$ cat config.mk
export PLATFORM = sky130hd
export DESIGN_NAME = skyra_dp
export DESIGN_NICKNAME = d
export VERILOG_FILES = /design/src/rtl/skyra_pkg.sv /design/src/rtl/skyra_ram.sv /design/src/rtl/skyra_dp.sv
export SDC_FILE = /design/constraint.sdc
export NUM_CORES = 2
export LEC_CHECK = 0
export ABC_AREA = 0
export BUFFER_PORTS_ARGS = -buffer_cell sky130_fd_sc_hd__buf_2
export CAP_MARGIN = 20
export CORE_ASPECT_RATIO = 0.9
export CORE_MARGIN = 8
export CORE_UTILIZATION = 45
export DETAILED_ROUTE_END_ITERATION = 10
export PLACE_DENSITY = 0.67
export SLEW_MARGIN = 10
export SYNTH_ARGS = -nofsm -noshare
export SYNTH_HDL_FRONTEND = slang
export SYNTH_MEMORY_MAX_BITS = 65536
export SYNTH_SLANG_ARGS = --single-unit
$ cat constraint.sdc
create_clock -name clk -period 9.7 [get_ports clk]
set_input_delay 1.94 -clock clk [delete_from_list [all_inputs] [get_ports clk]]
set_output_delay 1.94 -clock clk [all_outputs]
set_load 0.1 [all_outputs]
$ cat src/rtl/skyra_pkg.sv
// Shared types, codes and default sizes for the skyline rectangle allocator.
// Used by the controller, the datapath and the top level; depends on nothing.
package skyra_pkg;

    // Default sheet geometry.
    localparam int SHEET_WIDTH_DEF  = 256;
    localparam int SHEET_HEIGHT_DEF = 256;

    // Fixed field widths of the request and response.
    localparam int ACT_W  = 2;
    localparam int REQW_W = 8;
    localparam int REQH_W = 9;
    localparam int POS_W  = 8;
    localparam int TOP_W  = 9;
    localparam int OP_W   = 2;

    // Request action codes.
    localparam logic [ACT_W-1:0] ACT_CLEAR = 2'd0;
    localparam logic [ACT_W-1:0] ACT_ALLOC = 2'd1;
    localparam logic [ACT_W-1:0] ACT_RETRY = 2'd2;

    // Datapath operation codes.
    localparam logic [OP_W-1:0] OP_CLEAR = 2'd0;
    localparam logic [OP_W-1:0] OP_PASS1 = 2'd1;
    localparam logic [OP_W-1:0] OP_PASS2 = 2'd2;
    localparam logic [OP_W-1:0] OP_WRITE = 2'd3;

    typedef struct packed {
        logic [ACT_W-1:0]  action;
        logic [REQW_W-1:0] req_width;
        logic [REQH_W-1:0] req_height;
    } req_t;

    typedef struct packed {
        logic             ok;
        logic [POS_W-1:0] pos_x;
        logic [POS_W-1:0] pos_y;
        logic             restarted;
        logic [TOP_W-1:0] top_height;
    } rsp_t;

    // Commands from the controller to the datapath.
    typedef struct packed {
        logic [OP_W-1:0] op;
        logic            init;
        logic            step;
        logic            load;
        logic            restart;
        logic            emit;
        logic            emit_ok;
    } cmd_t;

    // Status from the datapath to the controller.
    typedef struct packed {
        logic last;
        logic fits;
        logic retry_ok;
        logic out_free;
    } sts_t;

endpackage

$ cat src/rtl/skyra_ram.sv
// Generic single-write, single-read RAM with a registered read port.
// Stands alone; used for the skyline and the block prefix-maximum storage.
module skyra_ram #(
    parameter int WIDTH = 9,
    parameter int DEPTH = 256,
    localparam int AW = $clog2(DEPTH)
) (
    input  logic             clk,
    input  logic             we,
    input  logic [AW-1:0]    waddr,
    input  logic [WIDTH-1:0] wdata,
    input  logic [AW-1:0]    raddr,
    output logic [WIDTH-1:0] rdata
);

    logic [WIDTH-1:0] mem [DEPTH];

    // Write port and registered read port.
    always_ff @(posedge clk)
    begin
        if (we)
        begin
            mem[waddr] <= wdata;
        end
        rdata <= mem[raddr];
    end

endmodule

$ cat src/rtl/skyra_dp.sv
// Datapath of the skyline rectangle allocator: skyline and prefix RAMs,
// scan counters, window search and the response register. Uses skyra_pkg, skyra_ram.
module skyra_dp #(
    parameter int SHEET_WIDTH  = skyra_pkg::SHEET_WIDTH_DEF,
    parameter int SHEET_HEIGHT = skyra_pkg::SHEET_HEIGHT_DEF
) (
    input  logic            clk,
    input  logic            rst_n,
    input  skyra_pkg::req_t req_data,
    input  logic            rsp_ready,
    output logic            rsp_valid,
    output skyra_pkg::rsp_t rsp_data,
    input  skyra_pkg::cmd_t cmd,
    output skyra_pkg::sts_t sts
);
    import skyra_pkg::*;

    localparam int XW   = $clog2(SHEET_WIDTH);
    localparam int HW   = $clog2(SHEET_HEIGHT + 1);
    localparam int EW   = ((XW > REQW_W) ? XW : REQW_W) + 1;
    localparam int SUMW = ((HW > REQH_W) ? HW : REQH_W) + 1;

    localparam logic [XW-1:0]   LAST_COL = XW'(SHEET_WIDTH - 2);
    localparam logic [XW-1:0]   K_MAX    = XW'(SHEET_WIDTH - 1);
    localparam logic [HW-1:0]   SH_VAL   = HW'(SHEET_HEIGHT);
    localparam logic [EW-1:0]   SW_EXT   = EW'(SHEET_WIDTH);
    localparam logic [SUMW-1:0] SH_EXT   = SUMW'(SHEET_HEIGHT);

    // Request and scan registers.
    logic [ACT_W-1:0]  act_reg,       act_next;
    logic [REQW_W-1:0] w_reg,         w_next;
    logic [REQH_W-1:0] h_reg,         h_next;
    logic              restarted_reg, restarted_next;
    logic [XW-1:0]     k_reg,         k_next;
    logic [REQW_W-1:0] c_reg,         c_next;
    logic              st_vld_reg,    st_vld_next;
    logic [OP_W-1:0]   st_op_reg,     st_op_next;
    logic [XW-1:0]     st_k_reg,      st_k_next;
    logic              st_brk_reg,    st_brk_next;
    logic [HW-1:0]     run_reg,       run_next;
    logic [HW-1:0]     best_reg,      best_next;
    logic [XW-1:0]     bx_reg,        bx_next;
    logic              found_reg,     found_next;
    logic [HW-1:0]     highest_reg,   highest_next;
    logic              rsp_valid_reg, rsp_valid_next;
    rsp_t              rsp_reg,       rsp_next;

    logic [REQW_W-1:0] w_m1;
    logic [REQW_W-1:0] c_inc;
    logic [REQW_W-1:0] c_dec;
    logic              brk;
    logic [HW-1:0]     col_rd;
    logic [HW-1:0]     pre_rd;
    logic [HW-1:0]     run_val;
    logic [HW-1:0]     win_max;
    logic [EW-1:0]     st_end_ext;
    logic              cand;
    logic [EW-1:0]     pre_raddr_ext;
    logic [XW-1:0]     pre_raddr;
    logic [SUMW-1:0]   sum_ext;
    logic [HW-1:0]     top_val;
    logic              w_ok;
    logic              fits;
    logic [EW-1:0]     wb_end_ext;
    logic              col_we;
    logic [HW-1:0]     col_wdata;
    logic              pre_we;
    logic              placed;
    logic [EW-1:0]     bx_ext;
    logic [SUMW-1:0]   best_ext;
    logic [SUMW-1:0]   highest_ext;

    // Skyline column heights.
    skyra_ram #(
        .WIDTH(HW),
        .DEPTH(SHEET_WIDTH)
    ) u_col_ram (
        .clk  (clk),
        .we   (col_we),
        .waddr(k_reg),
        .wdata(col_wdata),
        .raddr(k_reg),
        .rdata(col_rd)
    );

    // Running maximum from each block start, written in pass one.
    skyra_ram #(
        .WIDTH(HW),
        .DEPTH(SHEET_WIDTH)
    ) u_pre_ram (
        .clk  (clk),
        .we   (pre_we),
        .waddr(st_k_reg),
        .wdata(run_val),
        .raddr(pre_raddr),
        .rdata(pre_rd)
    );

    // Block phase counter: blocks of req_width columns anchored at column zero.
    assign w_m1  = w_reg - REQW_W'(1);
    assign c_inc = (c_reg == w_m1) ? '0 : c_reg + REQW_W'(1);
    assign c_dec = (c_reg == '0) ? w_m1 : c_reg - REQW_W'(1);
    assign brk   = (cmd.op == OP_PASS1) ? (c_reg == '0)
                                        : ((c_reg == w_m1) || (k_reg == LAST_COL));

    // Read stage: running block maximum and window maximum.
    // A window is the block suffix at its left edge joined with the block prefix at its right.
    assign run_val    = st_brk_reg ? col_rd : ((col_rd > run_reg) ? col_rd : run_reg);
    assign win_max    = (run_val > pre_rd) ? run_val : pre_rd;
    assign st_end_ext = EW'(st_k_reg) + EW'(w_reg);
    assign cand       = st_vld_reg && (st_op_reg == OP_PASS2) && (st_end_ext < SW_EXT)
                        && (win_max < SH_VAL) && (win_max <= best_reg);

    assign pre_raddr_ext = EW'(k_reg) + EW'(w_m1);
    assign pre_raddr     = pre_raddr_ext[XW-1:0];

    // Placement test and new column height.
    assign sum_ext    = SUMW'(best_reg) + SUMW'(h_reg);
    assign top_val    = sum_ext[HW-1:0];
    assign w_ok       = (w_reg != '0) && (h_reg != '0) && (EW'(w_reg) < SW_EXT);
    assign fits       = w_ok && found_reg && (sum_ext <= SH_EXT);
    assign wb_end_ext = EW'(bx_reg) + EW'(w_m1);

    assign col_we    = cmd.step && ((cmd.op == OP_CLEAR) || (cmd.op == OP_WRITE));
    assign col_wdata = (cmd.op == OP_WRITE) ? top_val : '0;
    assign pre_we    = st_vld_reg && (st_op_reg == OP_PASS1);

    // Status toward the controller.
    always_comb
    begin
        sts = '0;
        unique case (cmd.op)
            OP_CLEAR: sts.last = (k_reg == K_MAX);
            OP_PASS1: sts.last = (k_reg == LAST_COL);
            OP_PASS2: sts.last = (k_reg == '0);
            OP_WRITE: sts.last = (EW'(k_reg) == wb_end_ext);
            default:  sts.last = 1'b0;
        endcase
        sts.fits     = fits;
        sts.retry_ok = (act_reg == ACT_RETRY) && !restarted_reg;
        sts.out_free = !rsp_valid_reg || rsp_ready;
    end

    // Response fields are widened first so any sheet size truncates cleanly.
    assign placed      = cmd.emit_ok && (act_reg != ACT_CLEAR);
    assign bx_ext      = EW'(bx_reg);
    assign best_ext    = SUMW'(best_reg);
    assign highest_ext = SUMW'(highest_reg);

    // Next-state logic of all datapath registers.
    always_comb
    begin
        act_next       = act_reg;
        w_next         = w_reg;
        h_next         = h_reg;
        restarted_next = restarted_reg;
        k_next         = k_reg;
        c_next         = c_reg;
        st_vld_next    = cmd.step && ((cmd.op == OP_PASS1) || (cmd.op == OP_PASS2));
        st_op_next     = cmd.op;
        st_k_next      = k_reg;
        st_brk_next    = brk;
        run_next       = st_vld_reg ? run_val : run_reg;
        best_next      = best_reg;
        bx_next        = bx_reg;
        found_next     = found_reg;
        highest_next   = highest_reg;
        rsp_valid_next = rsp_valid_reg && !rsp_ready;
        rsp_next       = rsp_reg;

        // Latch a new request.
        if (cmd.load)
        begin
            act_next       = req_data.action;
            w_next         = req_data.req_width;
            h_next         = req_data.req_height;
            restarted_next = 1'b0;
        end
        if (cmd.restart)
        begin
            restarted_next = 1'b1;
        end

        // Scan counters.
        if (cmd.init)
        begin
            unique case (cmd.op)
                OP_CLEAR:
                begin
                    k_next       = '0;
                    highest_next = '0;
                end
                OP_PASS1:
                begin
                    k_next = '0;
                    c_next = '0;
                end
                OP_PASS2:
                begin
                    k_next     = LAST_COL;
                    c_next     = c_dec;
                    best_next  = SH_VAL;
                    found_next = 1'b0;
                end
                OP_WRITE:
                begin
                    k_next = bx_reg;
                    if (top_val > highest_reg)
                    begin
                        highest_next = top_val;
                    end
                end
                default:
                begin
                    k_next = k_reg;
                end
            endcase
        end
        else if (cmd.step)
        begin
            unique case (cmd.op)
                OP_PASS1:
                begin
                    k_next = k_reg + XW'(1);
                    c_next = c_inc;
                end
                OP_PASS2:
                begin
                    k_next = k_reg - XW'(1);
                    c_next = c_dec;
                end
                default:
                begin
                    k_next = k_reg + XW'(1);
                end
            endcase
        end

        // Keep the lowest window; the scan runs right to left, so ties go left.
        if (cand)
        begin
            best_next  = win_max;
            bx_next    = st_k_reg;
            found_next = 1'b1;
        end

        // Response register.
        if (cmd.emit)
        begin
            rsp_valid_next       = 1'b1;
            rsp_next.ok          = cmd.emit_ok;
            rsp_next.pos_x       = placed ? bx_ext[POS_W-1:0] : '0;
            rsp_next.pos_y       = placed ? best_ext[POS_W-1:0] : '0;
            rsp_next.restarted   = cmd.emit_ok && restarted_reg;
            rsp_next.top_height  = highest_ext[TOP_W-1:0];
        end
    end

    // Control registers.
    always_ff @(posedge clk or negedge rst_n)
    begin
        if (!rst_n)
        begin
            restarted_reg <= 1'b0;
            k_reg         <= '0;
            c_reg         <= '0;
            st_vld_reg    <= 1'b0;
            found_reg     <= 1'b0;
            highest_reg   <= '0;
            rsp_valid_reg <= 1'b0;
        end
        else
        begin
            restarted_reg <= restarted_next;
            k_reg         <= k_next;
            c_reg         <= c_next;
            st_vld_reg    <= st_vld_next;
            found_reg     <= found_next;
            highest_reg   <= highest_next;
            rsp_valid_reg <= rsp_valid_next;
        end
    end

    // Payload registers.
    always_ff @(posedge clk)
    begin
        act_reg    <= act_next;
        w_reg      <= w_next;
        h_reg      <= h_next;
        st_op_reg  <= st_op_next;
        st_k_reg   <= st_k_next;
        st_brk_reg <= st_brk_next;
        run_reg    <= run_next;
        best_reg   <= best_next;
        bx_reg     <= bx_next;
        rsp_reg    <= rsp_next;
    end

    assign rsp_valid = rsp_valid_reg;
    assign rsp_data  = rsp_reg;

endmodule
==> qor.csv <==
metric,value,unit
outcome,completed,
final hold vios,0,
All-Layer GR Usage,0.203,
Syn Area/Cell,22.5,µm²
max incr delay on CP,0.86,ns
cell mode on critical path,o21ai_0,
layout cells sized above 1,0.267,
Crit Path Class,flip-flop to flip-flop,
initial antenna violation count,22,
Worst EP arrival,8.65,ns
PortBufs,61,
hold_buf cts,0,
Post-Synthesis Cell Area,0.185,mm²
count of different cell masters after synthesis,71,
setup TNS,0,ns
Clock Skew,0.0519,ns
Die Area,0.433,mm²
routed via count,87300,
Synth Flop Type,edfxtp_1,
Vias per Instance,6.14,
chip width,692,µm
Routed Antenna Nets,0,
fin worst setup slack,1.68,ns
Worst Tran Pin Value,1.36,ns
fmax,125,MHz
First-pass DRT Iterations,6,
Leakage Power,63.7,nW
Clock Tree Buf Depth,4,
fillers,31500,
asr flop ratio synth,0.00612,
Post-synth EDFFs,4680,
complex-gate fraction of the synthesized area,0.00988,
footprint of the multi-input gates,0.0414,mm²
total grt overflow,0,
I/O Pins,62,
vias in the first global route,87600,
Post-CTS Setup Bufs,0,
hold slack,0.494,ns
mux cell area share after synthesis,0.180,
Placement Setup Slack,1.62,ns
# DRC,0,
Final Util,0.503,
CTS buffer count,439,
Mapped Cells,8230,
sequential area share after synthesis,0.766,
Final period util,0.827,
Area Growth Syn to Fin,11.3,%
CTS Root Cell,clkbuf_16,
synthesized flop and latch total,4738,
row cnt,223,
max-slew violation count,0,
Slew headroom,0.0916,
routability cong.,0.846,
power per cell area,259,mW/mm²
WL per Instance,31.5,µm
largest family of logic cells by synthesized area,multiplexers,
Register Area,0.142,mm²
peak supply drop,0.388,mV
1st-iter DRT viols,10900,
"Max FO, Critical Path",68,
post-cts sizing count,0,
CTS HTree Levels,5,
Synth Area in Adders,0.00590,
first-pass GRT wire length,648000,µm
max_cap viols,0,
RSZ-0062 raised after global routing,false,
clk slew on worst S/H paths,0.06,ns
Synth Area in Simple Gates,0.0238,
chip height,625,µm
Final nets,8555,
Tot Pwr,53.5,mW
Final setup viols,0,
clock tree from TritonCTS,built,
clk_lat worst skew,0.94,ns
Clock Sinks,4738,
Critical-path top delay cell,a2111oi_0,
core area,0.410,mm²
CP Launch Type,flip-flop,
Worst EP required,10.33,ns
fin crit period,8.02,ns
DP Wirelength,263000,µm
YS warnings,0,
Post-Route WL,448000,µm
crit path capture type,flip-flop,
largest net degree at the start of global routing,216,
HP Class,flip-flop to flip-flop,
Synth Area in XOR/XNOR,0.00256,
syn nets,8345,
Initial Util,0.452,
## area by class of cell
class / count / area share
flip-flops and latches: 4738 / 0.688
inverters: 70 / 0.00131
multi-input cells: 2962 / 0.201
clock inverters: 259 / 0.0123
repair buffers: 229 / 0.00929
clock buffers: 546 / 0.0556
well taps: 5400 / 0.0328
diodes: 8 / 0.0000971
## logic make-up after synthesis
family / count (synthesis)
AO/OA/AOI/OAI: 278
XOR/XNOR: 46
adder cells (fa/ha/maj): 85
buffers and inverters: 530
flip-flops: 4738
multiplexers: 1533
AND/OR/NAND/NOR: 1020
## cell usage after synthesis (16+ instances only)
library cell | n | share of area
mux2_2 | 20 | 0.0012
buf_4 | 36 | 0.0015
buf_2 | 95 | 0.0026
buf_1 | 37 | 0.00075
nand4_1 | 21 | 0.00071
nor2_1 | 577 | 0.012
mux2i_1 | 82 | 0.0044
and2_1 | 28 | 0.00095
a211oi_1 | 16 | 0.00065
inv_1 | 69 | 0.0014
edfxtp_1 | 4680 | 0.76
nand2b_1 | 20 | 0.00068
o21ai_0 | 36 | 0.00097
dfxtp_1 | 29 | 0.0031
clkbuf_1 | 280 | 0.0057
nand2_1 | 178 | 0.0036
a21o_1 | 19 | 0.00077
xnor2_1 | 28 | 0.0013
nand3_1 | 76 | 0.0021
nor3_1 | 29 | 0.00078
a21oi_1 | 94 | 0.0025
dfrtp_1 | 29 | 0.0039
mux4_2 | 1431 | 0.17
ha_1 | 81 | 0.0055
nor2b_1 | 49 | 0.0017
## critical path, delay by kind of cell (launching register included)
| kind | cells | cell delay [ns] |
|---|---|---|
| AOI/OAI and AO/OA | 16 | 4.43 |
| adders and majority gates | 3 | 0.96 |
| buffers and inverters | 3 | 0.61 |
| DFF | 1 | 0.36 |
| muxes | 1 | 0.48 |
| and+or+nand+nor | 5 | 0.82 |
## placed cells by master, fill, tap and decap left out, types with 19 or more instances in the layout
cell type / count
buf_2: 61
buf_12: 25
nor2_1: 576
clkbuf_1: 103
xnor2_1: 26
and2_1: 19
buf_4: 136
inv_1: 68
edfxtp_1: 4680
dfxtp_1: 29
nand3_1: 67
clkbuf_16: 443
ha_1: 80
nor2b_1: 47
mux4_2: 1431
a21oi_1: 94
nor3_1: 29
nand2_2: 22
clkinv_1: 99
o21ai_0: 36
dfrtp_1: 23
nand4_1: 21
bufinv_16: 44
nand2b_1: 20
clkinv_2: 78
mux2i_1: 82
a21o_1: 19
nand2_1: 155
## metal layers
| metal | vias up | track usage | wire [µm] |
|---|---|---|---|
| met5 | - | 0 | 57 |
| met4 | 8 | 0.0578 | 13700 |
| met3 | 690 | 0.0378 | 38600 |
| met2 | 4254 | 0.323 | 216000 |
| met1 | 47300 | 0.290 | 180000 |
| li1 | 35100 | - | - |
## metrics by stage
step | area (µm²) | instances
6_report | 206000 | 14200
5_1_grt | 206000 | 14200
4_1_cts | 206000 | 14200
3_5_place_dp | 192000 | 13400
3_3_place_gp | 192000 | 13400
2_1_floorplan | 185000 | 8230
## final timing paths
kind | from | end | slack, ns | cells after the start
worst max-delay path | run_reg[2]$_DFFE_PP_ | best_reg[5]$_SDFFCE_PN0P_ | 1.68 | 28
worst min-delay path | highest_reg[4]$_DFFE_PN0P_ | rsp_data[4]$_DFFE_PP_ | 0.49 | 0
worst max register to register | run_reg[2]$_DFFE_PP_ | best_reg[5]$_SDFFCE_PN0P_ | 1.68 | 28
worst min register to register | highest_reg[4]$_DFFE_PN0P_ | rsp_data[4]$_DFFE_PP_ | 0.49 | 0
max in group asynchronous | rst_n | k_reg[0]$_DFFE_PN0N_ | 8.16 | 2
min in group asynchronous | rst_n | c_reg[6]$_DFFE_PN0P_ | 1.06 | 2
## power breakdown
| group | switching [mW] | internal [mW] | total (mW) |
|---|---|---|---|
| Clock | 7.46 | 9.57 | 17.0 |
| Combinational | 7.47 | 3.68 | 11.1 |
| Sequential | 0.197 | 25.1 | 25.3 |
Note: power is estimated with default switching activity, not from simulation.
