===== src/rtl/skyra_pkg.sv =====
// Shared types, codes and default sizes for the skyline rectangle allocator.
// Used by the controller, the datapath and the top level; depends on nothing.
package skyra_pkg;

    // Default sheet geometry.
    localparam int SHEET_WIDTH_DEF  = 256;
    localparam int SHEET_HEIGHT_DEF = 256;

    // Fixed field widths of the request and response.
    localparam int ACT_W  = 2;
    localparam int REQW_W = 8;
    localparam int REQH_W = 9;
    localparam int POS_W  = 8;
    localparam int TOP_W  = 9;
    localparam int OP_W   = 2;

    // Request action codes.
    localparam logic [ACT_W-1:0] ACT_CLEAR = 2'd0;
    localparam logic [ACT_W-1:0] ACT_ALLOC = 2'd1;
    localparam logic [ACT_W-1:0] ACT_RETRY = 2'd2;

    // Datapath operation codes.
    localparam logic [OP_W-1:0] OP_CLEAR = 2'd0;
    localparam logic [OP_W-1:0] OP_PASS1 = 2'd1;
    localparam logic [OP_W-1:0] OP_PASS2 = 2'd2;
    localparam logic [OP_W-1:0] OP_WRITE = 2'd3;

    typedef struct packed {
        logic [ACT_W-1:0]  action;
        logic [REQW_W-1:0] req_width;
        logic [REQH_W-1:0] req_height;
    } req_t;

    typedef struct packed {
        logic             ok;
        logic [POS_W-1:0] pos_x;
        logic [POS_W-1:0] pos_y;
        logic             restarted;
        logic [TOP_W-1:0] top_height;
    } rsp_t;

    // Commands from the controller to the datapath.
    typedef struct packed {
        logic [OP_W-1:0] op;
        logic            init;
        logic            step;
        logic            load;
        logic            restart;
        logic            emit;
        logic            emit_ok;
    } cmd_t;

    // Status from the datapath to the controller.
    typedef struct packed {
        logic last;
        logic fits;
        logic retry_ok;
        logic out_free;
    } sts_t;

endpackage


===== src/rtl/skyra_ctrl.sv =====
// Sequencing state machine of the skyline rectangle allocator.
// Depends on skyra_pkg; drives the datapath through cmd_t and reads sts_t.
module skyra_ctrl (
    input  logic                           clk,
    input  logic                           rst_n,
    input  logic                           req_valid,
    input  logic [skyra_pkg::ACT_W-1:0]    req_action,
    output logic                           req_ready,
    output skyra_pkg::cmd_t                cmd,
    input  skyra_pkg::sts_t                sts
);
    import skyra_pkg::*;

    localparam logic [3:0] ST_BOOT = 4'd0;
    localparam logic [3:0] ST_IDLE = 4'd1;
    localparam logic [3:0] ST_CLR  = 4'd2;
    localparam logic [3:0] ST_P1   = 4'd3;
    localparam logic [3:0] ST_P1D  = 4'd4;
    localparam logic [3:0] ST_P2   = 4'd5;
    localparam logic [3:0] ST_P2D  = 4'd6;
    localparam logic [3:0] ST_DEC  = 4'd7;
    localparam logic [3:0] ST_WB   = 4'd8;
    localparam logic [3:0] ST_RCLR = 4'd9;
    localparam logic [3:0] ST_EMIT = 4'd10;
    localparam logic [3:0] ST_RP1  = 4'd11;

    logic [3:0] state_reg;
    logic [3:0] state_next;
    logic       ok_reg;
    logic       ok_next;

    // Next state and command decode.
    always_comb
    begin
        state_next  = state_reg;
        ok_next     = ok_reg;
        req_ready   = 1'b0;
        cmd         = '0;
        cmd.emit_ok = ok_reg;
        unique case (state_reg)
            ST_BOOT:
            begin
                cmd.op   = OP_CLEAR;
                cmd.step = 1'b1;
                if (sts.last)
                begin
                    state_next = ST_IDLE;
                end
            end
            ST_IDLE:
            begin
                req_ready = 1'b1;
                if (req_valid)
                begin
                    cmd.load = 1'b1;
                    unique case (req_action)
                        ACT_CLEAR:
                        begin
                            cmd.op     = OP_CLEAR;
                            cmd.init   = 1'b1;
                            state_next = ST_CLR;
                        end
                        ACT_ALLOC, ACT_RETRY:
                        begin
                            cmd.op     = OP_PASS1;
                            cmd.init   = 1'b1;
                            state_next = ST_P1;
                        end
                        default:
                        begin
                            ok_next    = 1'b0;
                            state_next = ST_EMIT;
                        end
                    endcase
                end
            end
            ST_CLR:
            begin
                cmd.op   = OP_CLEAR;
                cmd.step = 1'b1;
                if (sts.last)
                begin
                    ok_next    = 1'b1;
                    state_next = ST_EMIT;
                end
            end
            ST_P1:
            begin
                cmd.op   = OP_PASS1;
                cmd.step = 1'b1;
                if (sts.last)
                begin
                    state_next = ST_P1D;
                end
            end
            ST_P1D:
            begin
                // The last prefix value is written while pass two is set up.
                cmd.op     = OP_PASS2;
                cmd.init   = 1'b1;
                state_next = ST_P2;
            end
            ST_P2:
            begin
                cmd.op   = OP_PASS2;
                cmd.step = 1'b1;
                if (sts.last)
                begin
                    state_next = ST_P2D;
                end
            end
            ST_P2D:
            begin
                state_next = ST_DEC;
            end
            ST_DEC:
            begin
                priority if (sts.fits)
                begin
                    cmd.op     = OP_WRITE;
                    cmd.init   = 1'b1;
                    state_next = ST_WB;
                end
                else if (sts.retry_ok)
                begin
                    cmd.op      = OP_CLEAR;
                    cmd.init    = 1'b1;
                    cmd.restart = 1'b1;
                    state_next  = ST_RCLR;
                end
                else
                begin
                    ok_next    = 1'b0;
                    state_next = ST_EMIT;
                end
            end
            ST_WB:
            begin
                cmd.op   = OP_WRITE;
                cmd.step = 1'b1;
                if (sts.last)
                begin
                    ok_next    = 1'b1;
                    state_next = ST_EMIT;
                end
            end
            ST_RCLR:
            begin
                cmd.op   = OP_CLEAR;
                cmd.step = 1'b1;
                if (sts.last)
                begin
                    state_next = ST_RP1;
                end
            end
            ST_RP1:
            begin
                // The sheet is clear; set up the second search.
                cmd.op     = OP_PASS1;
                cmd.init   = 1'b1;
                state_next = ST_P1;
            end
            ST_EMIT:
            begin
                if (sts.out_free)
                begin
                    cmd.emit   = 1'b1;
                    state_next = ST_IDLE;
                end
            end
            default:
            begin
                state_next = ST_IDLE;
            end
        endcase
    end

    // State registers; reset starts the skyline clearing sweep.
    always_ff @(posedge clk or negedge rst_n)
    begin
        if (!rst_n)
        begin
            state_reg <= ST_BOOT;
            ok_reg    <= 1'b0;
        end
        else
        begin
            state_reg <= state_next;
            ok_reg    <= ok_next;
        end
    end

endmodule


===== config.mk =====
export PLATFORM = sky130hd
export DESIGN_NAME = skyra_ctrl
export DESIGN_NICKNAME = d
export VERILOG_FILES = /design/src/rtl/skyra_pkg.sv /design/src/rtl/skyra_ctrl.sv
export SDC_FILE = /design/constraint.sdc
export NUM_CORES = 1
export LEC_CHECK = 0
export BUFFER_PORTS_ARGS = -buffer_cell sky130_fd_sc_hd__buf_2
export CORE_MARGIN = 5
export CORE_UTILIZATION = 42
export DETAILED_ROUTE_END_ITERATION = 8
export GPL_ROUTABILITY_DRIVEN = 0
export PLACE_DENSITY_LB_ADDON = 0.1
export SETUP_SLACK_MARGIN = 0.2
export SLEW_MARGIN = 25
export SYNTH_ARGS = -nofsm -noshare
export SYNTH_HDL_FRONTEND = slang
export SYNTH_SLANG_ARGS = --single-unit

===== constraint.sdc =====
create_clock -name clk -period 1.8 [get_ports clk]
set_input_delay 0.09 -clock clk [delete_from_list [all_inputs] [get_ports clk]]
set_output_delay 0.09 -clock clk [all_outputs]
set_load 0.01 [all_outputs]

==> results of run 1 <==
-- per-layer routing --
metal | up-vias | wire length (microns) | track usage
met3 | 8 | 95 | 0.0153
met5 | - | 0 | 0
met2 | 28 | 1000 | 0.274
met1 | 354 | 779 | 0.225
met4 | 0 | 65 | 0.0994
li1 | 357 | - | -
-- final cells by class --
class                   instances  area [sq um]
multi-input cells              66           488
repair buffers                 34           238
well taps                      15          18.8
fillers                        98           382
inverters                       5          18.8
flip-flops and latches          5           130
clock buffers                   4          26.3
-- cell families after synthesis --
logic type,Yosys count,share of synthesized area
AOI/OAI and AO/OA,26,0.280
xor gates and xnor gates,2,0.0304
adders and majority gates,1,0.0217
buffers and inverters,10,0.0781
DFF,5,0.217
muxes,3,0.0607
and+or+nand+nor,34,0.312
-- what timing repair did --
| action | 4_1_cts | 5_1_grt |
|---|---|---|
| cloned | 0 | 0 |
| setup endpoints to repair | 4 | 6 |
| resized for setup | 8 | 22 |
| hold buffers | 1 | 0 |
| endpoints found under the hold margin | 5 | 0 |
| pin swaps | 1 | 3 |
| buffers inserted | 4 | 7 |
-- power by group through the flow --
stage | combinational [mW] | clock [mW] | sequential (mW)
final | 1.51 | 0.132 | 0.267
after floorplan | 0.785 | 0 | 0.219
after detailed placement | 1.04 | 0 | 0.256
after global routing | 1.63 | 0.137 | 0.276
after CTS | 1.18 | 0.130 | 0.237
after global placement | 1.04 | 0 | 0.255
-- worst min-delay path by stage --
stage                         to  slack (ns)
floorplan                 ok_reg       -0.21
detailed placement  state_reg[1]       -0.09
finish              state_reg[0]        0.19
global placement    state_reg[1]        -0.1
global route        state_reg[0]        0.22
CTS                 state_reg[2]        0.19
-- worst register-to-register path, cell delays in order, from the launching register on --
cell and delay, ns:
sky130_fd_sc_hd__dfrtp_2 0.42, sky130_fd_sc_hd__buf_8 0.15, sky130_fd_sc_hd__nor4_4 0.29, sky130_fd_sc_hd__a21oi_2 0.07, sky130_fd_sc_hd__o211a_4 0.25, sky130_fd_sc_hd__mux2_4 0.29
-- cells in the final DEF (no fill, tap or decap), types with 3 or more instances in the layout --
master,count
sky130_fd_sc_hd__a21oi_1,4
sky130_fd_sc_hd__o21ai_0,6
sky130_fd_sc_hd__buf_6,4
sky130_fd_sc_hd__buf_2,17
sky130_fd_sc_hd__inv_1,4
sky130_fd_sc_hd__dfrtp_2,4
sky130_fd_sc_hd__nand2_1,12
sky130_fd_sc_hd__clkbuf_4,3
sky130_fd_sc_hd__buf_4,11
==> results.md, run 1 <==
Yosys:
- The sequential cell area fraction in the yosys report is 0.217.
- By area the synthesized netlist is led by sky130_fd_sc_hd__dfrtp_1, sky130_fd_sc_hd__nand2_1, sky130_fd_sc_hd__a21oi_1.
- The number of flops mapped to enable cells by yosys is 0.
- After synthesis, the share of flip-flops with an asynchronous set or reset is 1.00.
- The fraction of post-synthesis cell area in the top cell type by area is 0.217.
- The post-synth net total is 91.
- By count the netlist is led by sky130_fd_sc_hd__nand2_1, sky130_fd_sc_hd__a21oi_1, sky130_fd_sc_hd__o21ai_0.
- In the synthesized netlist the dominant register cell turns out to be sky130_fd_sc_hd__dfrtp_1.
- The yosys synthesis warning count is 0.
- The synthesized design contains 5 register bits.
- The mean area per synthesized cell is 7.12 sq um.
- The most repeated cell in the gate-level netlist after synthesis is sky130_fd_sc_hd__nand2_1.
- The synthesized netlist occupies a cell area of 577 sq um.
- sky130_fd_sc_hd__dfrtp_1 takes more of the synthesized area than any other cell.
- Synthesis produced 81 cells.
- Synthesis instantiated 34 different standard cells from the library.

Setup path:
- The kind of start point of the critical path is a flip-flop.
- The start point of the critical path is state_reg[3].
- At the worst endpoint, the required time is 1.71 ns.
- The capturing instance or port of the critical path is cmd[5].
- The worst setup path is captured at an output pin.
- The delay of the slowest cell on the worst path is 0.42 ns.
- The number of buffers and inverters on the critical path is 2.
- The top cell family by delay on the critical path is simple AND/OR/NAND/NOR gates.
- In this run the critical register-to-register path is launched from state_reg[3].
- The destination of the worst register-to-register timing path is state_reg[0].
- Walking the worst path, the cells encountered are buf_6, nand2b_4, or3_4, o211ai_1, buf_2.
- The arrival time at the worst endpoint is 1.52 ns.
- The cell count along the critical path is 5.
- The slowest stage of the critical path is the sky130_fd_sc_hd__dfrtp_2 cell.
- The number of cells on the worst reg-to-reg path is 5.
- The worst setup path is of the reg2out kind.
- The register-to-register path setup slack is 0.20 ns.
- The largest fanout of any net on the critical path is 3.

GRT:
- Summed over all layers, the global routing overflow is 0.
- The first global-routing pass estimated 2710 microns of wire.
- The pin count of the biggest net entering global routing is 11.
- The via count of the first global-routing pass is 612.
- The number of antenna violations at the first check in global routing came to 0.
- The total track usage is 0.172.

Power:
- The net switching power is 0.875 mW.
- The total leakage power is 0.443 nW.
- IR analysis of the VDD net gives a maximum drop of 1.27 mV.
- Of the total power, the share spent switching nets is 0.459.
- Dividing total power by cell area gives a power density of 2070 nW/um^2.
- Cell internal power was estimated by the tool at 1.03 mW.
- Of the total power, combinational logic draws 0.791.
- The share of total power dissipated in sequential elements is 0.140.
- The power consumption is 1.91 mW.
- The share of total power dissipated in the clock network is 0.069.

Timing:
- The tightest slew margin relative to the limit is 0.820.
- Hold timing on the final database bottoms out at a slack of 0.188 ns.
- After routing, the total negative slack on setup checks comes to 0 ns.
- The number of pins exceeding their max-slew limit in the final report is 0.
- The total count of hold-check failures in the final report is 0.
- The transition at the pin with the smallest max-transition slack is 0.267 ns.
- For this run, the top clock speed supported by timing is 620 MHz.
- The shortest clock period the worst path allows after layout is 1.61 ns.
- Setup violations remaining at the end of the flow were counted as 0.
- Once routing completed, OpenROAD measured the worst setup slack at 0.186 ns.
- Setup repair after global routing could not meet its margin everywhere.
- Dividing the final minimum period by the clock period gives 0.896.
- The worst setup skew after layout is 0.00409 ns.

Floorplan:
- In this run the horizontal extent of the chip is 47.1 microns.
- After floorplanning, the core was divided into 13 placement rows.
- The top-level port count is 18.
- Measured along the y axis, the die boundary spans 47.1 microns.
- For this configuration, the core starts out at a cell density of 0.443.
- After floorplanning, the core was sized to cover 1300 sq um.
- The die covers 2210 sq um.

Routing:
- In the routed layout, each cell is associated on average with a via count of 5.79.
- The first routing iteration left 15 violations.
- The routed layout has 747 vias.
- The count of TritonRoute iterations in the first routing pass is 4.
- Dividing the detail-routed wire length by the instance count gives 15.1 microns.
- The final wirelength is 1940 microns.
- The antenna violation net count after detailed routing is 0.
- After detailed routing, the number of remaining DRC violations is 0.

Clocking:
- The buffer cell driving the clock tree root is sky130_fd_sc_hd__clkbuf_4.
- The TritonCTS clock tree is built.
- CTS built an H-tree with a depth of 1.
- The number of buffers on the longest clock path is 2.
- The number of sinks handled by clock tree synthesis is 5.
- The number of buffers created by CTS is 3.
- The worst-skew pair later-pin latency is 0.24 ns.
- The clock slew seen by the registers of the worst setup and hold paths is 0.05 ns.

Placement:
- The detailed-placement wirelength estimate is 1220 microns.
- Summing all placed instances gives a cell area of 692 sq um.
- During placement, the flow inserted port buffers numbering 17.
- Once placement completed, the tool counted placed cells totaling 113.
- Before CTS, the worst setup slack after placement is 0.161 ns.

Cells and area:
- After the flow finishes, the layout carries non-filler instances totaling 129.
- In the final layout, the share of cells above drive strength 1 is 0.509.
- The finished cells cover 920 sq um.
- The share of the core filled with cells is 0.707.
- The register with the most flip-flops in the layout has 4 of them.
- The number of nets in the finished design is 125.
- The repair_antennas step left the layout with diodes totalling 0.
- The area overhead of the layout relative to synthesis is 59.4%.

Outcome:
- The run finished with clean final reports.

Min path:
- In this run the worst hold path is classified as in2async.

Run:
- Across the run, the number of max-cap violations was 0.
Power figures use the tool's default switching activity.
==> run 2, diff against run 1 <==
Settings changed: CORE_UTILIZATION 42 to 30, RECOVER_POWER set to 25.
==> run 2 against run 1 <==
  * Sequential cell count is the same
  * Combinational power up 6%
  * Clock-buffer cell count did not move
  * Register-to-register slack lost 0.02 ns
  * Via count grew 2.1%
  * Critical path type is now reg2reg
  * Maximum frequency shrank 0.38%
  * Sequential share of layout area shrank 0.91 points
  * Non-clock buffer count rose by 9
==> results.md, run 2 (synthesized netlist as in run 1, its figures left out) <==
Floorplan:
- The area enclosed by the die boundary is 2900 sq um.
- The number of rows created at floorplan is 15.
- The top-level port count is 18.
- The region available for standard cell placement spans 1780 sq um.
- The initial cell density of the core is 0.324.
- Measured along the x axis, the die boundary spans 53.9 microns.
- The die boundary height is 53.9 microns.

Min path:
- In this run the most critical hold path is launched from sts[3].
- The path with the worst hold slack has its endpoint at state_reg[2].
- The path class of the tightest hold or removal check is in2reg.
- The worst hold path passes through 3 cells.

Setup path:
- The arrival time at the worst endpoint is 1.75 ns.
- The critical setup path kind is reg2reg.
- For flop-to-flop paths, the worst setup slack is 0.18 ns.
- The kind of start point of the critical path is a flip-flop.
- Measured in cells, the most critical reg-to-reg path has a length of 6.
- The beginning of the worst register-to-register path is state_reg[1].
- The required time at the worst-slack endpoint is 1.93 ns.
- The worst register-to-register path ends at state_reg[0].
- The largest fanout of any net on the critical path is 3.
- STA classifies the critical path endpoint as a flip-flop.

GRT:
- The pin count of the biggest net entering global routing is 13.
- The global-route congestion overflow total is 0.
- The via count of the first global-routing pass came to 720.
- The wire length of the first global-routing pass is 3260 microns.
- The number of antenna violations at the first check in global routing is 0.
- In the global route stage, overall resource usage came out at 0.160.

Timing:
- In this run the tightest slew margin relative to its limit is 0.818.
- For the finished layout, the period the worst path requires is 1.62 ns.
- Setup repair after global routing could not meet its margin everywhere.
- The total count of hold-check failures in the final report is 0.
- The sum of negative setup slack is 0 ns.
- Hold is met by 0.208 ns.
- The total setup violations reported at the end of the flow is 0.
- The fmax is 617 MHz.
- The portion of the clock cycle consumed by the worst path in the final layout is 0.900.
- At the pin with the least slew margin, the transition time is 0.271 ns.
- The number of pins exceeding their max-slew limit in the final report is 0.
- The worst setup skew after layout is 0.00758 ns.

Routing:
- The count of TritonRoute iterations in the first routing pass is 4.
- After detailed routing, the average wire length per cell comes to 14.8 microns.
- The number of remaining DRC errors is 0.
- The number of vias in the routed layout is 763.
- For this block, the initial DRC count from the detailed router was 20.
- The detail route stage leaves a number of antenna-violating nets equal to 0.
- In the routed layout, each cell is associated on average with a via count of 5.16.
- The final wirelength is 2190 microns.

Placement:
- The count of buffers added on input and output ports is 17.
- The wire-length estimate of the detail-placed layout is 1400 microns.
- The placed instances occupy a cell area of 719 sq um.

Clocking:
- The number of sinks handled by clock tree synthesis is 5.
- The worst-skew pair later-pin latency is 0.26 ns.
- The clock slew seen by the registers of the worst setup and hold paths is 0.05 ns.
- No sink is reached through more buffers than the 2 on the longest clock path.
- CTS built an H-tree with a depth of 1.
- In this run the clock root is driven by a sky130_fd_sc_hd__clkbuf_4.
- TritonCTS built the clock tree.
- The number of buffers created by CTS is 3.

Cells and area:
- The area overhead of the layout relative to synthesis is 65.5%.
- The antenna diode instance count is 0.
- The register with the most flip-flops in the layout has 4 of them.
- After routing the design area is 955 sq um.
- The share of layout cells above drive strength 1 is 0.480.
- The net count of the finished layout is 134.
- The most common library cell in the layout ignoring fill and taps is sky130_fd_sc_hd__buf_4.
- Once layout is complete, the utilization of the core stands at 0.535.
- In the layout the commonest cells are sky130_fd_sc_hd__buf_4, sky130_fd_sc_hd__buf_2, sky130_fd_sc_hd__nand2_1.

Power:
- For this design the ratio of total power to cell area is 2070 nW/um^2.
- The net switching power is 0.889 mW.
- The design draws 1.98 mW.
- Of the total power, combinational logic draws 0.809.
- The maximum VDD drop is 0.776 mV.
- The clock share of power is 0.070.
- The switching portion of total power is 0.449.
- The share of total power dissipated in sequential elements is 0.122.
- Summed over all cells, the static leakage comes to 0.484 nW.
- The internal power of the cells totals 1.09 mW.

Outcome:
- The flow ran to the end, and the final reports show no timing, DRC or antenna violations.

Run:
- Across the run, the number of max-cap violations was 0.
[run 2: routing by layer]
| metal | global-route usage | up-vias | part of all wire |
|---|---|---|---|
| met4 | 0.106 | 0 | 0.042 |
| met2 | 0.274 | 31 | 0.49 |
| li1 | - | 373 | - |
| met5 | 0 | - | 0 |
| met1 | 0.181 | 348 | 0.39 |
| met3 | 0.0222 | 11 | 0.075 |
[run 2: critical path, stage by stage (launching register included)]
cell,delay (ns)
sky130_fd_sc_hd__dfrtp_1,0.41
sky130_fd_sc_hd__buf_4,0.16
sky130_fd_sc_hd__nand2b_4,0.14
sky130_fd_sc_hd__o22ai_2,0.14
sky130_fd_sc_hd__a21oi_1,0.10
sky130_fd_sc_hd__o211a_1,0.25
sky130_fd_sc_hd__mux2_4,0.30
[run 2: layout make-up]
type,instances,area [sq um]
fill,180,828
multi-input combinational,66,455
timing repair buffer,43,297
sequential,5,126
tap,25,31.3
clock buffer,4,26.3
inverter,5,18.8
[run 2: power groups by stage]
stage / clock [mW] / sequential, mW / combinational, mW
2_1_floorplan: 0 / 0.219 / 0.785
5_1_grt: 0.148 / 0.246 / 1.75
3_3_place_gp: 0 / 0.246 / 1.12
3_5_place_dp: 0 / 0.251 / 1.10
6_report: 0.138 / 0.241 / 1.60
4_1_cts: 0.140 / 0.232 / 1.28
[run 2: per-stage QoR]
stage,setup slack (ns),instances
floorplan,0.280,81
global placement,0.179,125
global route,0.109,148
CTS,0.164,135
finish,0.180,148
detailed placement,0.187,125
[run 2: worst max path at each step]
stage          slack, ns          from  cells after the start            to
3_3_place_gp        0.18  state_reg[0]                      5  state_reg[0]
5_1_grt             0.11  state_reg[0]                      7  state_reg[3]
6_report            0.18  state_reg[1]                      6  state_reg[0]
4_1_cts             0.16  state_reg[3]                      4        cmd[5]
2_1_floorplan       0.28  state_reg[3]                      5  state_reg[0]
3_5_place_dp        0.19  state_reg[0]                      5  state_reg[0]
[run 2: what timing repair did]
| action | 4_1_cts | 5_1_grt |
|---|---|---|
| resized for setup | 7 | 11 |
| endpoints found under the hold margin | 5 | 0 |
| pin swaps | 1 | 3 |
| setup buffers | 5 | 13 |
| hold buffers | 1 | 0 |
| setup endpoints to repair | 3 | 5 |
==> run 3, diff against run 2 <==
Settings changed: ABC_AREA set to 1.
==> run 3 against run 2 <==
  * Sequential cell count unchanged
  * Via count up 3.1%
  * Die area up 13%
  * Wire length down 12%
  * Power down 22%
  * Combinational power down 28%
  * Critical path type is now reg2out
  * Highest routed layer unchanged
==> results.md, run 3 <==
Yosys:
- The most repeated cell in the gate-level netlist after synthesis is sky130_fd_sc_hd__nand2_1.
- The cell type with the highest aggregate area in the netlist is sky130_fd_sc_hd__nand2_1.
- Of the post-synthesis cell area, the dominant cell type holds 0.213.
- The share of synthesized cell area in and, or, nand and nor gates is 0.556.
- Of the total synthesized cell area, the portion taken by full adders, half adders and majority gates is 0.0187.
- The predominant post-synthesis flop cell is sky130_fd_sc_hd__dfrtp_1.
- After synthesis, the cell types taking the most area are sky130_fd_sc_hd__nand2_1, sky130_fd_sc_hd__dfrtp_1, sky130_fd_sc_hd__nand3_1.
- The compound-cell area share of the yosys netlist is 0.0974.
- Of the post-synthesis cell area, the part taken by muxes is 0.
- Counting instances in the post-synthesis netlist gives the leading cell types as sky130_fd_sc_hd__nand2_1, sky130_fd_sc_hd__inv_1, sky130_fd_sc_hd__nand3_1.
- The count of different cell masters after synthesis is 23.
- Of the total synthesized cell area, the portion taken by XOR and XNOR cells is 0.
- The mean area per synthesized cell is 5.86 sq um.
- In the synthesized netlist, the number of instances is 114.
- For this run, asynchronously set or reset flops after synthesis account for 1.00.
- The cell area after technology mapping is 668 sq um.
- The number of nets handed over by synthesis was 124.
- The yosys synthesis warning count is 0.
- The number of flops mapped to enable cells by yosys is 0.
- For this run, the register share of the synthesized area comes to 0.187.
- The synthesized design contains 5 register bits.
- The largest family of logic cells by synthesized area is simple AND/OR/NAND/NOR gates.

GRT:
- The pin count of the biggest net entering global routing is 8.
- The wire length of the first global-routing pass is 3180 microns.
- In the global route stage, overall resource usage came out at 0.121.
- The via count of the first global-routing pass is 751.
- The number of antenna violations at the first check in global routing came to 0.
- The global-route congestion overflow total is 0.

Routing:
- Dividing the detail-routed wire length by the instance count gives 11.6 microns.
- The number of vias in the routed layout is 787.
- Wires add up to 1930 microns.
- The highest routing layer actually used is met4.
- The routed metal-1 wire length is 900 microns.
- The number of remaining DRC errors is 0.
- The met3 wirelength from detailed routing is 77 microns.
- In this run the remaining antenna-violating nets after routing total 0.
- The vias per cell is 4.74.
- The detailed router finished its first iteration with 18 violations.
- The first detailed-routing pass ran for 4 iterations.
- The detailed-routed wire length on met2 is 925 microns.

Setup path:
- The largest fanout of any net on the critical path is 6.
- The capturing instance or port of the critical path is cmd[4].
- For the worst setup path, the data required time is 1.71 ns.
- The register-to-register path setup slack is 0.33 ns.
- The critical path is of the reg2out type.
- The kind of start point of the critical path is a flip-flop.
- For the worst setup path, the data arrival time is 1.46 ns.
- The endpoint identified for the worst register-to-register timing path is state_reg[1].
- The most critical setup path has its startpoint at state_reg[1].
- STA classifies the critical path endpoint as an output pin.
- The startpoint identified for the worst register-to-register timing path is state_reg[1].
- The logic depth of the worst register-to-register path is 8.

Power:
- The power density of the placed cells is 1810 nW/um^2.
- Across the VDD grid, the largest voltage drop is 0.506 mV.
- The total leakage power is 0.513 nW.
- The power consumption is 1.55 mW.

Run:
- Across the run, the number of max-cap violations was 0.

Floorplan:
- The top-level port count is 18.
- The die boundary height is 57.2 microns.
- The die is 57.2 microns wide.
- The initial utilization of the core area, before any placement, comes to 0.308.
- The initialized floorplan defines 17 standard-cell rows.
- The area enclosed by the die boundary is 3270 sq um.
- The core box area is 2170 sq um.

Placement:
- Including well taps, the total number of placed cells is 157.
- The detailed-placement wirelength estimate is 1580 microns.
- The number of input and output port buffers inserted is 17.
- The pre-CTS setup slack is 0.267 ns.

Cells and area:
- The register with the most flip-flops in the layout has 4 of them.
- The count of cells in the finished layout, fillers not included, comes to 166.
- The library cell used most frequently in the layout, excluding fill and tap cells, is sky130_fd_sc_hd__nand2_1.
- The number of nets in the finished design is 149.
- In the layout the commonest cells are sky130_fd_sc_hd__nand2_1, sky130_fd_sc_hd__buf_2, sky130_fd_sc_hd__inv_1.
- The area overhead of the layout relative to synthesis is 27.9%.
- The number of antenna diodes in the final layout is 0.
- The share of layout cells above drive strength 1 is 0.362.

Clocking:
- The root buffer cell chosen for the clock tree is sky130_fd_sc_hd__clkbuf_4.
- The TritonCTS clock tree is built.
- The worst-skew pair later-pin latency is 0.24 ns.
- In this run the deepest clock path goes through 2 buffers.
- The clock slew seen by the registers of the worst setup and hold paths is 0.05 ns.
- TritonCTS created 3 clock buffers.
- The H-tree depth is 1.
- The clock net in this run drives a total of 5 sinks.

Timing:
- The setup slack after layout is 0.250 ns.
- Across all hold checks on the routed design, the worst slack comes to 0.236 ns.
- Setup repair after global routing could not meet its margin everywhere.
- The worst setup skew after layout is 0.000913 ns.
- The portion of the clock cycle consumed by the worst path in the final layout is 0.861.
- The tightest slew margin relative to the limit is 0.745.
- The fmax is 645 MHz.
- The number of pins exceeding their max-slew limit in the final report is 0.
- The total count of hold-check failures in the final report is 0.
- The transition at the pin with the smallest max-transition slack is 0.381 ns.
- For the final routed database, the setup TNS stands at 0 ns.
- The total setup violations reported at the end of the flow is 0.
- The worst path in the final design needs a cycle of 1.55 ns, including I/O delays and setup.

Min path:
- The worst min-delay path category is in2async.

Outcome:
- The run finished with clean final reports.
## run 3: cell count changes in the layout (fill, tap and decap cells not counted), sizes merged, moves of 3 or more
| cell | previous run | this run |
|---|---|---|
| nor2b | 3 | 0 |
| inv | 5 | 20 |
| nand2 | 15 | 43 |
| a21oi | 6 | 3 |
| nor2 | 3 | 16 |
| nand3 | 0 | 13 |
| o21ai | 8 | 2 |
| buf | 41 | 20 |
| nand2b | 3 | 0 |
## run 3: where the power goes
part | leakage, nW | total [mW] | switching (mW) | internal, mW
Sequential | 0.0583 | 0.262 | 0.0890 | 0.173
Clock | 0.0150 | 0.131 | 0.0472 | 0.0839
Combinational | 0.440 | 1.15 | 0.722 | 0.430
## run 3: final cells by class
type,instances,area (sq um)
clock buffers,4,26.3
fillers,250,1320
inverters,20,75.1
multi-input cells,87,464
flip-flops and latches,5,130
well taps,28,35.0
repair buffers,22,124
## run 3: through the flow
step           utilization  instance area (sq um)
2_1_floorplan            -                    668
3_3_place_gp         0.355                    769
3_5_place_dp         0.355                    769
4_1_cts              0.382                    828
5_1_grt              0.394                    855
6_report             0.394                    855
## run 3: worst min-delay path by stage
stage                   end  slack, ns  depth (start not counted)
3_5_place_dp   state_reg[1]      -0.09                          1
6_report             ok_reg       0.24                          2
3_3_place_gp   state_reg[1]      -0.09                          1
4_1_cts        state_reg[1]       0.20                          2
5_1_grt              ok_reg       0.25                          2
2_1_floorplan        ok_reg      -0.21                          0
## run 3: logic make-up (layout without fill, tap and decap cells)
family / count (synthesis) / count (layout)
fa+ha+maj: 1 / 1
buf+inv: 22 / 46
simple gates: 76 / 76
flops: 5 / 5
compound gates: 10 / 10
## run 3: metal layers
layer  vias to the layer above  GRT usage
li1                        409          -
met1                       356      0.157
met2                        20      0.202
met3                         2     0.0226
met4                         0     0.0331
met5                         -          0
## run 3: timing repair
action	4_1_cts	5_1_grt
setup buffers	2	2
hold endpoints to repair	5	0
setup endpoints to repair	4	6
resized for setup	3	7
hold buffers	1	0
pin swaps	1	1
## run 3: critical path: stages, from the launching register on
cell	delay (ns)
sky130_fd_sc_hd__dfrtp_2	0.46
sky130_fd_sc_hd__nor2_1	0.34
sky130_fd_sc_hd__nand2_4	0.13
sky130_fd_sc_hd__o2111ai_1	0.12
sky130_fd_sc_hd__buf_2	0.16
